## config.mk

```make
export PLATFORM = sky130hd
export DESIGN_NAME = ucb1_arm_selector_core
export DESIGN_NICKNAME = d
export VERILOG_FILES = /design/src/hw/rtl/ucb1_pkg.sv /design/src/hw/rtl/ucb1_sub_unit.sv /design/src/hw/rtl/ucb1_arm_selector_core.sv
export SDC_FILE = /design/constraint.sdc
export NUM_CORES = 2
export LEC_CHECK = 0
export ABC_AREA = 1
export BUFFER_PORTS_ARGS = -buffer_cell sky130_fd_sc_hd__buf_4
export CAP_MARGIN = 10
export CORE_UTILIZATION = 35
export CTS_CLUSTER_SIZE = 24
export DETAILED_ROUTE_END_ITERATION = 12
export GPL_ROUTABILITY_DRIVEN = 0
export PLACE_DENSITY = 0.63
export SLEW_MARGIN = 20
export SYNTH_ARGS = -nofsm -noshare
export SYNTH_HDL_FRONTEND = slang
export SYNTH_SLANG_ARGS = --single-unit
export TNS_END_PERCENT = 10
```

## constraint.sdc

```tcl
create_clock -name i_clk -period 6.6 [get_ports i_clk]
set_input_delay 0 -clock i_clk [delete_from_list [all_inputs] [get_ports i_clk]]
set_output_delay 0 -clock i_clk [all_outputs]
set_load 0.02 [all_outputs]
```

## src/hw/rtl/ucb1_pkg.sv

```systemverilog
// ----------------------------------------------------------------------------
// ucb1_pkg
// Types and constants shared by the UCB1 arm selector modules.
// ----------------------------------------------------------------------------
package ucb1_pkg;

    // Fraction bits of scores and of the logarithm.
    localparam int unsigned FRAC_BITS = 16;
    // Fraction bits of the exploration gain (Q2.14).
    localparam int unsigned GAIN_FRAC = 14;

    localparam logic [15:0] GAIN_RESET = 16'd23167;
    // ln(2) in Q0.32.
    localparam logic [31:0] LN2_Q32    = 32'd2977044472;

    // Width of the shared subtract and compare unit.
    localparam int unsigned SUB_W = 34;

    // Last step indices of the iterative operations.
    localparam logic [5:0] LOG_LAST  = 6'd15;
    localparam logic [5:0] EXP_LAST  = 6'd47;
    localparam logic [5:0] RAD_LAST  = 6'd39;
    localparam logic [5:0] SQRT_LAST = 6'd19;

    // Saturation limit of the exploitation term, 65535 in Q16.16.
    localparam logic [47:0] EXPLOIT_CAP = 48'hFFFF_0000;

    typedef enum logic [3:0] {
        S_IDLE,
        S_INC,
        S_NORM,
        S_SQ_MUL,
        S_SQ_ADJ,
        S_LN,
        S_ARM,
        S_DIV_EXP,
        S_DIV_RAD,
        S_SQRT,
        S_EXPL,
        S_SCORE,
        S_DONE
    } t_state;

    typedef struct packed {
        logic [SUB_W-1:0] diff;
        logic             ge;
    } t_sub_res;

endpackage

```

## src/hw/rtl/ucb1_sub_unit.sv

```systemverilog
// ----------------------------------------------------------------------------
// ucb1_sub_unit
// Shared trial subtractor used by the division and square root steps.
// ----------------------------------------------------------------------------
module ucb1_sub_unit (
    input  logic [ucb1_pkg::SUB_W-1:0] i_a,
    input  logic [ucb1_pkg::SUB_W-1:0] i_b,
    output ucb1_pkg::t_sub_res         o_res
);
    import ucb1_pkg::*;

    logic [SUB_W:0] w_full;

    // The extra top bit is the borrow: clear means a >= b.
    assign w_full     = {1'b0, i_a} - {1'b0, i_b};
    assign o_res.diff = w_full[SUB_W-1:0];
    assign o_res.ge   = ~w_full[SUB_W];

endmodule

```

## src/hw/rtl/ucb1_arm_selector_core.sv

```systemverilog
// ----------------------------------------------------------------------------
// ucb1_arm_selector_core
// UCB1 arm selection over a run of arm items with an iterative datapath.
// ----------------------------------------------------------------------------
// Usage:
// Arm items enter on the input channel (i_in_valid / o_in_stall). A run is a
// sequence of items closed by one with i_last_arm set; that item produces one
// result on the output channel (o_out_valid / i_out_stall) carrying the index
// of the best scoring valid arm and a found flag.
// The first item of a run first bumps the selection total and computes the
// natural log of the new total plus one: a normalize loop, then 16 squaring
// steps, each a multiply and an adjust. A valid arm then keeps the input
// stalled through a 48-step and a 40-step restoring division and a 20-step
// square root, all on one shared subtractor, then a gain multiply and the
// compare. Invalid items, and items past MAX_ARMS, skip these steps.
// The result sits in an output register; the block keeps taking items while
// it waits, and holds only at the end of the next run if it is still unread.
// Reset (synchronous, active low) clears the total, ends any open run, drops
// a pending result and restores the gain to its default. The configuration
// channel writes the gain at any cycle with i_cfg_valid; it is always ready.
// ----------------------------------------------------------------------------
module ucb1_arm_selector_core #(
    parameter int unsigned MAX_ARMS = 1024
) (
    input  logic        i_clk,
    input  logic        i_rst_n,
    input  logic        i_in_valid,
    output logic        o_in_stall,
    input  logic [31:0] i_success_count,
    input  logic [31:0] i_pull_count,
    input  logic        i_arm_valid,
    input  logic        i_last_arm,
    output logic        o_out_valid,
    input  logic        i_out_stall,
    output logic [9:0]  o_pick_index,
    output logic        o_found,
    input  logic        i_cfg_valid,
    output logic        o_cfg_ready,
    input  logic [15:0] i_cfg_data
);
    import ucb1_pkg::*;

    localparam int unsigned PW = $clog2(MAX_ARMS + 1);

    t_state r_state, n_state;

    logic [5:0]  r_cnt;
    logic [31:0] r_total;
    logic        r_in_run;
    logic [23:0] r_log;
    logic [PW-1:0] r_pos;
    logic [31:0] r_best_score;
    logic [9:0]  r_best_arm;
    logic        r_found;
    logic [15:0] r_gain;
    logic        r_out_valid;
    logic [9:0]  r_out_index;
    logic        r_out_found;

    logic [31:0] r_succ;
    logic [31:0] r_pulls;
    logic        r_valid;
    logic        r_last;
    logic [47:0] r_dq;
    logic [SUB_W-1:0] r_rem;
    logic [32:0] r_den;
    logic [31:0] r_exploit;
    logic [19:0] r_root;
    logic [32:0] r_x;
    logic [5:0]  r_n;
    logic [31:0] r_m;
    logic [63:0] r_prod;
    logic [15:0] r_frac;
    logic [21:0] r_explore;

    logic        w_in_acc;
    logic        w_out_free;
    logic        w_arm_ok;
    logic [SUB_W-1:0] w_sub_a;
    logic [SUB_W-1:0] w_sub_b;
    t_sub_res    w_sub;
    logic [47:0] w_quot;
    logic [32:0] w_sq_top;
    logic [21:0] w_lres;
    logic [53:0] w_ln_prod;
    logic [35:0] w_gain_prod;
    logic [32:0] w_sum;
    logic [31:0] w_score;
    logic [31:0] w_exploit;

    assign o_in_stall  = (r_state != S_IDLE);
    assign o_cfg_ready = 1'b1;
    assign o_out_valid = r_out_valid;
    assign o_pick_index = r_out_index;
    assign o_found     = r_out_found;

    assign w_in_acc   = i_in_valid & ~o_in_stall;
    assign w_out_free = ~r_out_valid | ~i_out_stall;
    assign w_arm_ok   = r_valid & (r_pos < MAX_ARMS);

    // Division shifts one dividend bit in; the square root shifts two.
    always_comb begin
        if (r_state == S_SQRT) begin
            w_sub_a = {r_rem[SUB_W-3:0], r_dq[47:46]};
            w_sub_b = {12'd0, r_root, 2'b01};
        end else begin
            w_sub_a = {r_rem[SUB_W-2:0], r_dq[47]};
            w_sub_b = {1'b0, r_den};
        end
    end

    ucb1_sub_unit u_sub (
        .i_a   (w_sub_a),
        .i_b   (w_sub_b),
        .o_res (w_sub)
    );

    assign w_quot      = {r_dq[46:0], w_sub.ge};
    assign w_exploit   = (w_quot > EXPLOIT_CAP) ? EXPLOIT_CAP[31:0] : w_quot[31:0];
    assign w_sq_top    = r_prod[63:31];
    assign w_lres      = {r_n, r_frac};
    assign w_ln_prod   = 54'(w_lres) * 54'(LN2_Q32);
    assign w_gain_prod = 36'(r_gain) * 36'(r_root);
    assign w_sum       = {1'b0, r_exploit} + {11'd0, r_explore};
    assign w_score     = w_sum[32] ? 32'hFFFF_FFFF : w_sum[31:0];

    always_comb begin
        n_state = r_state;
        unique case (r_state)
            S_IDLE: begin
                if (w_in_acc) begin
                    n_state = r_in_run ? S_ARM : S_INC;
                end
            end
            S_INC:    n_state = S_NORM;
            S_NORM: begin
                if (r_x[32]) begin
                    n_state = S_SQ_MUL;
                end
            end
            S_SQ_MUL: n_state = S_SQ_ADJ;
            S_SQ_ADJ: n_state = (r_cnt == LOG_LAST) ? S_LN : S_SQ_MUL;
            S_LN:     n_state = S_ARM;
            S_ARM:    n_state = w_arm_ok ? S_DIV_EXP : S_DONE;
            S_DIV_EXP: begin
                if (r_cnt == EXP_LAST) begin
                    n_state = S_DIV_RAD;
                end
            end
            S_DIV_RAD: begin
                if (r_cnt == RAD_LAST) begin
                    n_state = S_SQRT;
                end
            end
            S_SQRT: begin
                if (r_cnt == SQRT_LAST) begin
                    n_state = S_EXPL;
                end
            end
            S_EXPL:   n_state = S_SCORE;
            S_SCORE:  n_state = S_DONE;
            S_DONE: begin
                if (!r_last || w_out_free) begin
                    n_state = S_IDLE;
                end
            end
            default:  n_state = S_IDLE;
        endcase
    end

    always_ff @(posedge i_clk) begin
        if (!i_rst_n) begin
            r_state <= S_IDLE;
        end else begin
            r_state <= n_state;
        end
    end

    // Control and run state.
    always_ff @(posedge i_clk) begin
        if (!i_rst_n) begin
            r_total      <= '0;
            r_in_run     <= 1'b0;
            r_log        <= '0;
            r_pos        <= '0;
            r_best_score <= '0;
            r_best_arm   <= '0;
            r_found      <= 1'b0;
            r_gain       <= GAIN_RESET;
            r_out_valid  <= 1'b0;
            r_cnt        <= '0;
        end else begin
            if (i_cfg_valid) begin
                r_gain <= i_cfg_data;
            end
            if (r_state == S_DONE && r_last && w_out_free) begin
                r_out_valid <= 1'b1;
            end else if (r_out_valid && !i_out_stall) begin
                r_out_valid <= 1'b0;
            end
            unique case (r_state)
                S_INC: begin
                    if (r_total != 32'hFFFF_FFFF) begin
                        r_total <= r_total + 32'd1;
                    end
                    r_in_run     <= 1'b1;
                    r_pos        <= '0;
                    r_best_score <= '0;
                    r_best_arm   <= '0;
                    r_found      <= 1'b0;
                end
                S_NORM:   r_cnt <= '0;
                S_SQ_ADJ: r_cnt <= r_cnt + 6'd1;
                S_LN:     r_log <= 24'(w_ln_prod[53:32]);
                S_ARM:    r_cnt <= '0;
                S_DIV_EXP, S_DIV_RAD, S_SQRT: begin
                    if (n_state != r_state) begin
                        r_cnt <= '0;
                    end else begin
                        r_cnt <= r_cnt + 6'd1;
                    end
                end
                S_SCORE: begin
                    if (!r_found || w_score > r_best_score) begin
                        r_best_score <= w_score;
                        r_best_arm   <= 10'(r_pos);
                        r_found      <= 1'b1;
                    end
                    r_pos <= r_pos + PW'(1);
                end
                S_DONE: begin
                    if (r_last && w_out_free) begin
                        r_in_run <= 1'b0;
                    end
                end
                default: begin
                end
            endcase
        end
    end

    // Datapath registers.
    always_ff @(posedge i_clk) begin
        if (w_in_acc) begin
            r_succ  <= i_success_count;
            r_pulls <= i_pull_count;
            r_valid <= i_arm_valid;
            r_last  <= i_last_arm;
        end
        unique case (r_state)
            S_INC: begin
                if (r_total != 32'hFFFF_FFFF) begin
                    r_x <= {1'b0, r_total} + 33'd2;
                end else begin
                    r_x <= {1'b0, r_total} + 33'd1;
                end
                r_n <= 6'd32;
            end
            S_NORM: begin
                // Shift the argument up until its leading one is at the top.
                if (r_x[32]) begin
                    r_m    <= r_x[32:1];
                    r_frac <= '0;
                end else begin
                    r_x <= {r_x[31:0], 1'b0};
                    r_n <= r_n - 6'd1;
                end
            end
            S_SQ_MUL: r_prod <= 64'(r_m) * 64'(r_m);
            S_SQ_ADJ: begin
                // A squared mantissa at or above two yields a one bit.
                if (w_sq_top[32]) begin
                    r_m <= w_sq_top[32:1];
                end else begin
                    r_m <= w_sq_top[31:0];
                end
                r_frac <= {r_frac[14:0], w_sq_top[32]};
            end
            S_ARM: begin
                r_den <= {1'b0, r_pulls} + 33'd1;
                r_dq  <= {r_succ, 16'd0};
                r_rem <= '0;
            end
            S_DIV_EXP: begin
                if (r_cnt == EXP_LAST) begin
                    r_exploit <= w_exploit;
                    r_dq      <= {r_log, 24'd0};
                    r_rem     <= '0;
                end else begin
                    r_dq  <= w_quot;
                    r_rem <= w_sub.ge ? w_sub.diff : w_sub_a;
                end
            end
            S_DIV_RAD: begin
                if (r_cnt == RAD_LAST) begin
                    r_dq   <= {w_quot[39:0], 8'd0};
                    r_rem  <= '0;
                    r_root <= '0;
                end else begin
                    r_dq  <= w_quot;
                    r_rem <= w_sub.ge ? w_sub.diff : w_sub_a;
                end
            end
            S_SQRT: begin
                r_rem  <= w_sub.ge ? w_sub.diff : w_sub_a;
                r_root <= {r_root[18:0], w_sub.ge};
                r_dq   <= {r_dq[45:0], 2'b00};
            end
            S_EXPL: r_explore <= w_gain_prod[35:GAIN_FRAC];
            S_DONE: begin
                if (r_last && w_out_free) begin
                    r_out_index <= r_found ? r_best_arm : 10'd0;
                    r_out_found <= r_found;
                end
            end
            default: begin
            end
        endcase
    end

    a_pos_bound: assert property (@(posedge i_clk) disable iff (!i_rst_n)
        r_pos <= MAX_ARMS)
        else $error("arm position passed its limit");

    a_empty_index: assert property (@(posedge i_clk) disable iff (!i_rst_n)
        (o_out_valid && !o_found) |-> (o_pick_index == 10'd0))
        else $error("empty run reported a nonzero index");

    a_run_start: assert property (@(posedge i_clk) disable iff (!i_rst_n)
        (w_in_acc && !r_in_run) |=> (r_state == S_INC))
        else $error("new run did not update the total");

    a_total_nonzero: assert property (@(posedge i_clk) disable iff (!i_rst_n)
        (r_state == S_INC) |=> (r_total != 32'd0))
        else $error("selection total is zero inside a run");

endmodule

```

## Word-level counts from Yosys, hierarchy flattened

Index checks and enable logic that the tools add are counted.
Widths: inputs -> output; s select.

- Add/sub/neg operators: 9
- Muxes and demuxes: 45
- Reductions and logical operators: 29
- $mul: 3
- $lt $le $gt $ge: 3
- Bitwise gates (word level): 7
- Equality and inequality tests: 23

Operators by type and width:

| kind | number |
|---|---|
| $mux 33 | 6 |
| $pmux 48 s4 | 1 |
| $pmux 33 s4 | 1 |
| $mux 32 | 4 |
| $pmux 32 s2 | 2 |
| $mux 48 | 2 |
| $add 32x1->33 const B | 2 |
| $pmux 33 s2 | 1 |
| $mul 32x32->64 | 1 |
| $pmux 4 s13 | 1 |
| $mul 22x29->51 const B | 1 |
| $gt 48x32->1 const B | 1 |
| $pmux 20 s2 | 1 |
| $mul 16x20->36 | 1 |
| $sub 34x33->35 | 1 |
| $mux 34 | 1 |
| $add 32x2->33 const B | 1 |
| $add 32x22->33 | 1 |
| $add 32x1->32 const B | 1 |
| $gt 32x32->1 | 1 |
| $ne 32x32->1 const B | 1 |
| $pmux 16 s2 | 1 |
| $mux 4 | 7 |
| $pmux 11 s2 | 1 |
| 37 further kinds | 78 |

- Flip-flop bits (word level): 552

## Logic depth before layout (Yosys ltp)

- Depth after elaboration: 8
- Depth in mapped cells: 32
- Gate-level depth less buffers: 31

## Modules after synthesis

A second synthesis with hierarchy kept.

- Cell total of the unflattened synthesis: 9918
- Area total of the unflattened synthesis: 80372.1 um2

By module, submodules not included:

| module | sequential area each (um2) | cells each | times used | area an instance (um2) |
|---|---|---|---|---|
| ucb1_arm_selector_core | 14283.7 | 9406 | 1 | 77864.7 |
| ucb1_sub_unit | 0.0 | 512 | 1 | 2507.4 |

## Worst setup path after synthesis

No wires, ideal clock.

- Path type: reg-to-reg
- Start point: reg r_m[12]
- End point: reg r_prod[46] (data pin)
- Data arrival time: 6.548 ns
- Setup time: 0.252 ns
- Stages on the path, launching flop included: 30
- Period minus slack after synthesis: 6.801 ns
- Required time: 6.348 ns
- Path buffers: 3
- Path slack: -0.201 ns
- Cells stage by stage: edfxtp_1 clkbuf_1 clkbuf_1 clkbuf_1 nand2_1 inv_1 fa_1 fa_1 fa_1 inv_1 fa_1 inv_1 fa_1 fa_1 fa_1 inv_1 fa_1 inv_1 ha_1 nand2_1 nor2_1 inv_1 nor2_1 inv_1 nor2_1 nand4_1 nand4_1 nand2_1 nand3_1 nand2_1

- Cells in the longest elaborated chain, start to end: 1

RTL lines:

| element | RTL line | text |
|---|---|---|
| from (decl) | ucb1_arm_selector_core.sv:71 | `logic [31:0] r_m;` |
| from (signal assigned) | ucb1_arm_selector_core.sv:262 | `r_m <= r_x[32:1];` |
| from (signal assigned) | ucb1_arm_selector_core.sv:273 | `r_m <= w_sq_top[32:1];` |
| from (signal assigned) | ucb1_arm_selector_core.sv:275 | `r_m <= w_sq_top[31:0];` |
| $mul 32x32->64 | ucb1_arm_selector_core.sv:269 | `S_SQ_MUL: r_prod <= 64'(r_m) * 64'(r_m);` |
| to (signal assigned) | ucb1_arm_selector_core.sv:269 |  |
| to (decl) | ucb1_arm_selector_core.sv:72 | `logic [63:0] r_prod;` |

Every way passes these cells.
A chain may end at the register's enable or synchronous reset.

## Final worst setup path

- Start point: reg r_m[10]
- End point: reg r_prod[61] (data pin)

The elaborated chain is that of the path after synthesis.

==> impl_metrics.json <==
{
  "drive_gt1_frac": 0.0948,
  "ctsRootBufferMaster": "clkbuf_16",
  "final_common_cell": "inv_1",
  "crit_end": "r_prod[61]$_DFFE_PP_",
  "cp.arrival_ps": 7330,
  "htreeDepth": 3,
  "synth_area_um2": 80200,
  "routed.top_layer": "met4",
  "drc": 0,
  "clockBufferDepth": 3,
  "status": "finished, violations left",
  "timing.rr.end": "r_prod[61]$_DFFE_PP_",
  "ant_nets": 0,
  "cts_tree": "built",
  "async_reset_ff_frac": 0,
  "rsz0062_at_grt": "true",
  "met3_length_mm": 11.0,
  "relSlewSlack": 0.282,
  "worstHoldPathType": "in2reg",
  "grt_pass1_vias": 67037,
  "endpoint_kind": "flop",
  "slew_violations": 0,
  "cap_violations": 0,
  "r2r_cells": 25,
  "die_h_um": 481,
  "synth_area_leaders": "fa_1 (31%), edfxtp_1 (14%), inv_1 (12%), ha_1 (11%), nand2_1 (9.9%)",
  "ys_seq_elements": 521,
  "wirelength_mm": 221,
  "clk_pin_slew_ps": 60,
  "yosysTopAreaCell": "fa_1",
  "regToRegStartpoint": "r_m[10]$_DFFE_PP_",
  "start_util": 0.352,
  "dieArea_um2": 231000,
  "met1Wirelength_mm": 95.2,
  "cp-start-kind": "flop",
  "die_x_um": 481,
  "synth.distinct_cells": 64,
  "wl_met2_mm": 108,
  "synth_ff_type": "edfxtp_1",
  "yosys_warnings": 0,
  "regToRegSetupSlack_ps": -290,
  "critPathRequiredTime_ps": 7040,
  "first_pass_iters": 6,
  "synth_top_area_share": 0.315,
  "grt_pass1_wl_mm": 359,
  "cp-startpoint": "r_m[10]$_DFFE_PP_",
  "syn_to_final_growth_pct": 16.4,
  "std_cell_rows": 175,
  "dp_slack_ps": -406,
  "seq_area_frac_synth": 0.178,
  "worstMarginPinSlew_ps": 1070,
  "vias": 64341,
  "critPathKind": "reg2reg",
  "synthCells": 9860,
  "mostFrequentLayoutCells": "inv_1 (2620), nand2_1 (2106), fa_1 (1256), ha_1 (711), buf_4 (643)",
  "nets": 12591,
  "synth_edf_count": 385,
  "fmaxAchievable_ghz": 0.145,
  "synth_nets": 11946,
  "period_share": 1.04,
  "cts_buffers": 68,
  "syn_area_per_cell_um2": 8.14,
  "wl_per_cell_um": 16.3,
  "min_period_ps": 6890,
  "dp.cells": 13256,
  "grt_overflow_total": 0,
  "final-setup-viol-count": 33,
  "worstSkewPairLatency_ps": 710,
  "portBuffers": 99,
  "antenna_found_initial": 1,
  "final_cells": 13570,
  "fin_skew_ps": 47.1,
  "via_per_inst": 4.74,
  "setup_ws_ps": -291,
  "fp.coreArea_um2": 228000,
  "ios": 101,
  "holdPathStages": 2,
  "cts_sinks": 521,
  "dp_hpwl_mm": 183,
  "drt_iter0_markers": 4509,
  "hold_violations": 0,
  "grt_max_degree": 111,
  "violations": "setup timing",
  "cp_max_fo": 17,
  "grt_use_total": 0.195
}
-- kinds of logic after synthesis --
family	after synthesis	synth area share
other	1	0.0000467
adder cells (fa/ha/maj)	1999	0.430
flip-flops	521	0.178
AO/OA/AOI/OAI	965	0.0698
XOR/XNOR	188	0.0205
buffers and inverters	2924	0.138
AND/OR/NAND/NOR	3261	0.164
multiplexers	1	0.000125
-- metrics by stage --
stage	hold WS [ps]	cell area, µm²	utilization	TNS (ps)
2_1_floorplan	98.9	80300	-	0
3_3_place_gp	178	88500	0.388	-9230
3_5_place_dp	179	88500	0.388	-10190
4_1_cts	0.906	93200	0.409	-5160
5_1_grt	23.4	93400	0.410	-15100
6_report	48.1	93400	0.410	-5510
-- metal layers --
| metal | up-vias | GRT usage |
|---|---|---|
| met5 | - | 0 |
| met4 | 0 | 0.0602 |
| met3 | 351 | 0.0189 |
| met2 | 1699 | 0.338 |
| met1 | 31219 | 0.256 |
| li1 | 31072 | - |
-- worst max-delay path, cell delays in order (launching register included) --
cell	delay (ps)
edfxtp_1	450
buf_12	200
buf_4	160
nand2_1	70
inv_1	60
fa_1	500
fa_1	530
inv_1	60
fa_1	460
fa_1	560
fa_1	570
inv_1	50
fa_1	490
fa_1	430
fa_1	540
ha_4	220
a21oi_2	170
o21ai_0	110
buf_4	170
a21oi_1	220
o21ai_2	110
a21o_1	200
nand2_1	120
nand2_1	80
nand2_1	60
nand2_1	40
-- Yosys cell counts (32+ instances only) --
| library cell | instances |
|---|---|
| o21a_1 | 32 |
| nand2_1 | 2125 |
| a21oi_1 | 404 |
| dfxtp_1 | 136 |
| edfxtp_1 | 385 |
| ha_1 | 737 |
| o221ai_1 | 46 |
| nor2_1 | 610 |
| xor2_1 | 128 |
| inv_1 | 2626 |
| xnor2_1 | 60 |
| o21bai_1 | 38 |
| nand4_1 | 72 |
| o21ai_0 | 289 |
| clkbuf_1 | 237 |
| fa_1 | 1262 |
| a21o_1 | 32 |
| nor3_1 | 90 |
| nand3_1 | 282 |
-- sequential cells by signal, summed over array words and instances (netlist names), 11 cells and up --
signal        flops
r_pos            11
r_best_score     32
r_gain           16
r_explore        22
r_prod           33
r_den            33
r_frac           16
r_rem            33
r_total          32
r_succ           32
r_x              33
r_log            22
r_m              32
r_root           20
r_dq             48
r_exploit        32
r_pulls          32
-- cell type report --
cell class	instances	area, µm²
inverters	2638	9910
flip-flops and latches	521	14300
repair buffers	861	7400
well taps	3009	3760
diodes	1	2.50
clock inverters	42	552
fillers	22921	134000
clock buffers	83	1820
multi-input cells	6415	55700
-- how the worst min path moves through the flow --
stage,endpoint,from
after floorplan,r_last$_DFFE_PP_,i_last_arm
final,r_pulls[2]$_DFFE_PP_,i_pull_count[2]
after global placement,r_pulls[13]$_DFFE_PP_,i_pull_count[13]
after detailed placement,r_pulls[23]$_DFFE_PP_,i_pull_count[23]
after global routing,r_succ[4]$_DFFE_PP_,i_success_count[4]
after CTS,r_pulls[2]$_DFFE_PP_,i_pull_count[2]
-- repair_timing --
item                                   4_1_cts  5_1_grt
setup buffers                               10        1
cloned                                       1        0
pin swaps                                   25       13
hold buffers                               176        0
endpoints found under the hold margin      118        0
setup endpoints to repair                   33       37
gates resized for setup                    125       58
Power is left out: the tool's default activity adds up to more than one toggle a clock period on the data nets, which glitch-free logic cannot reach.
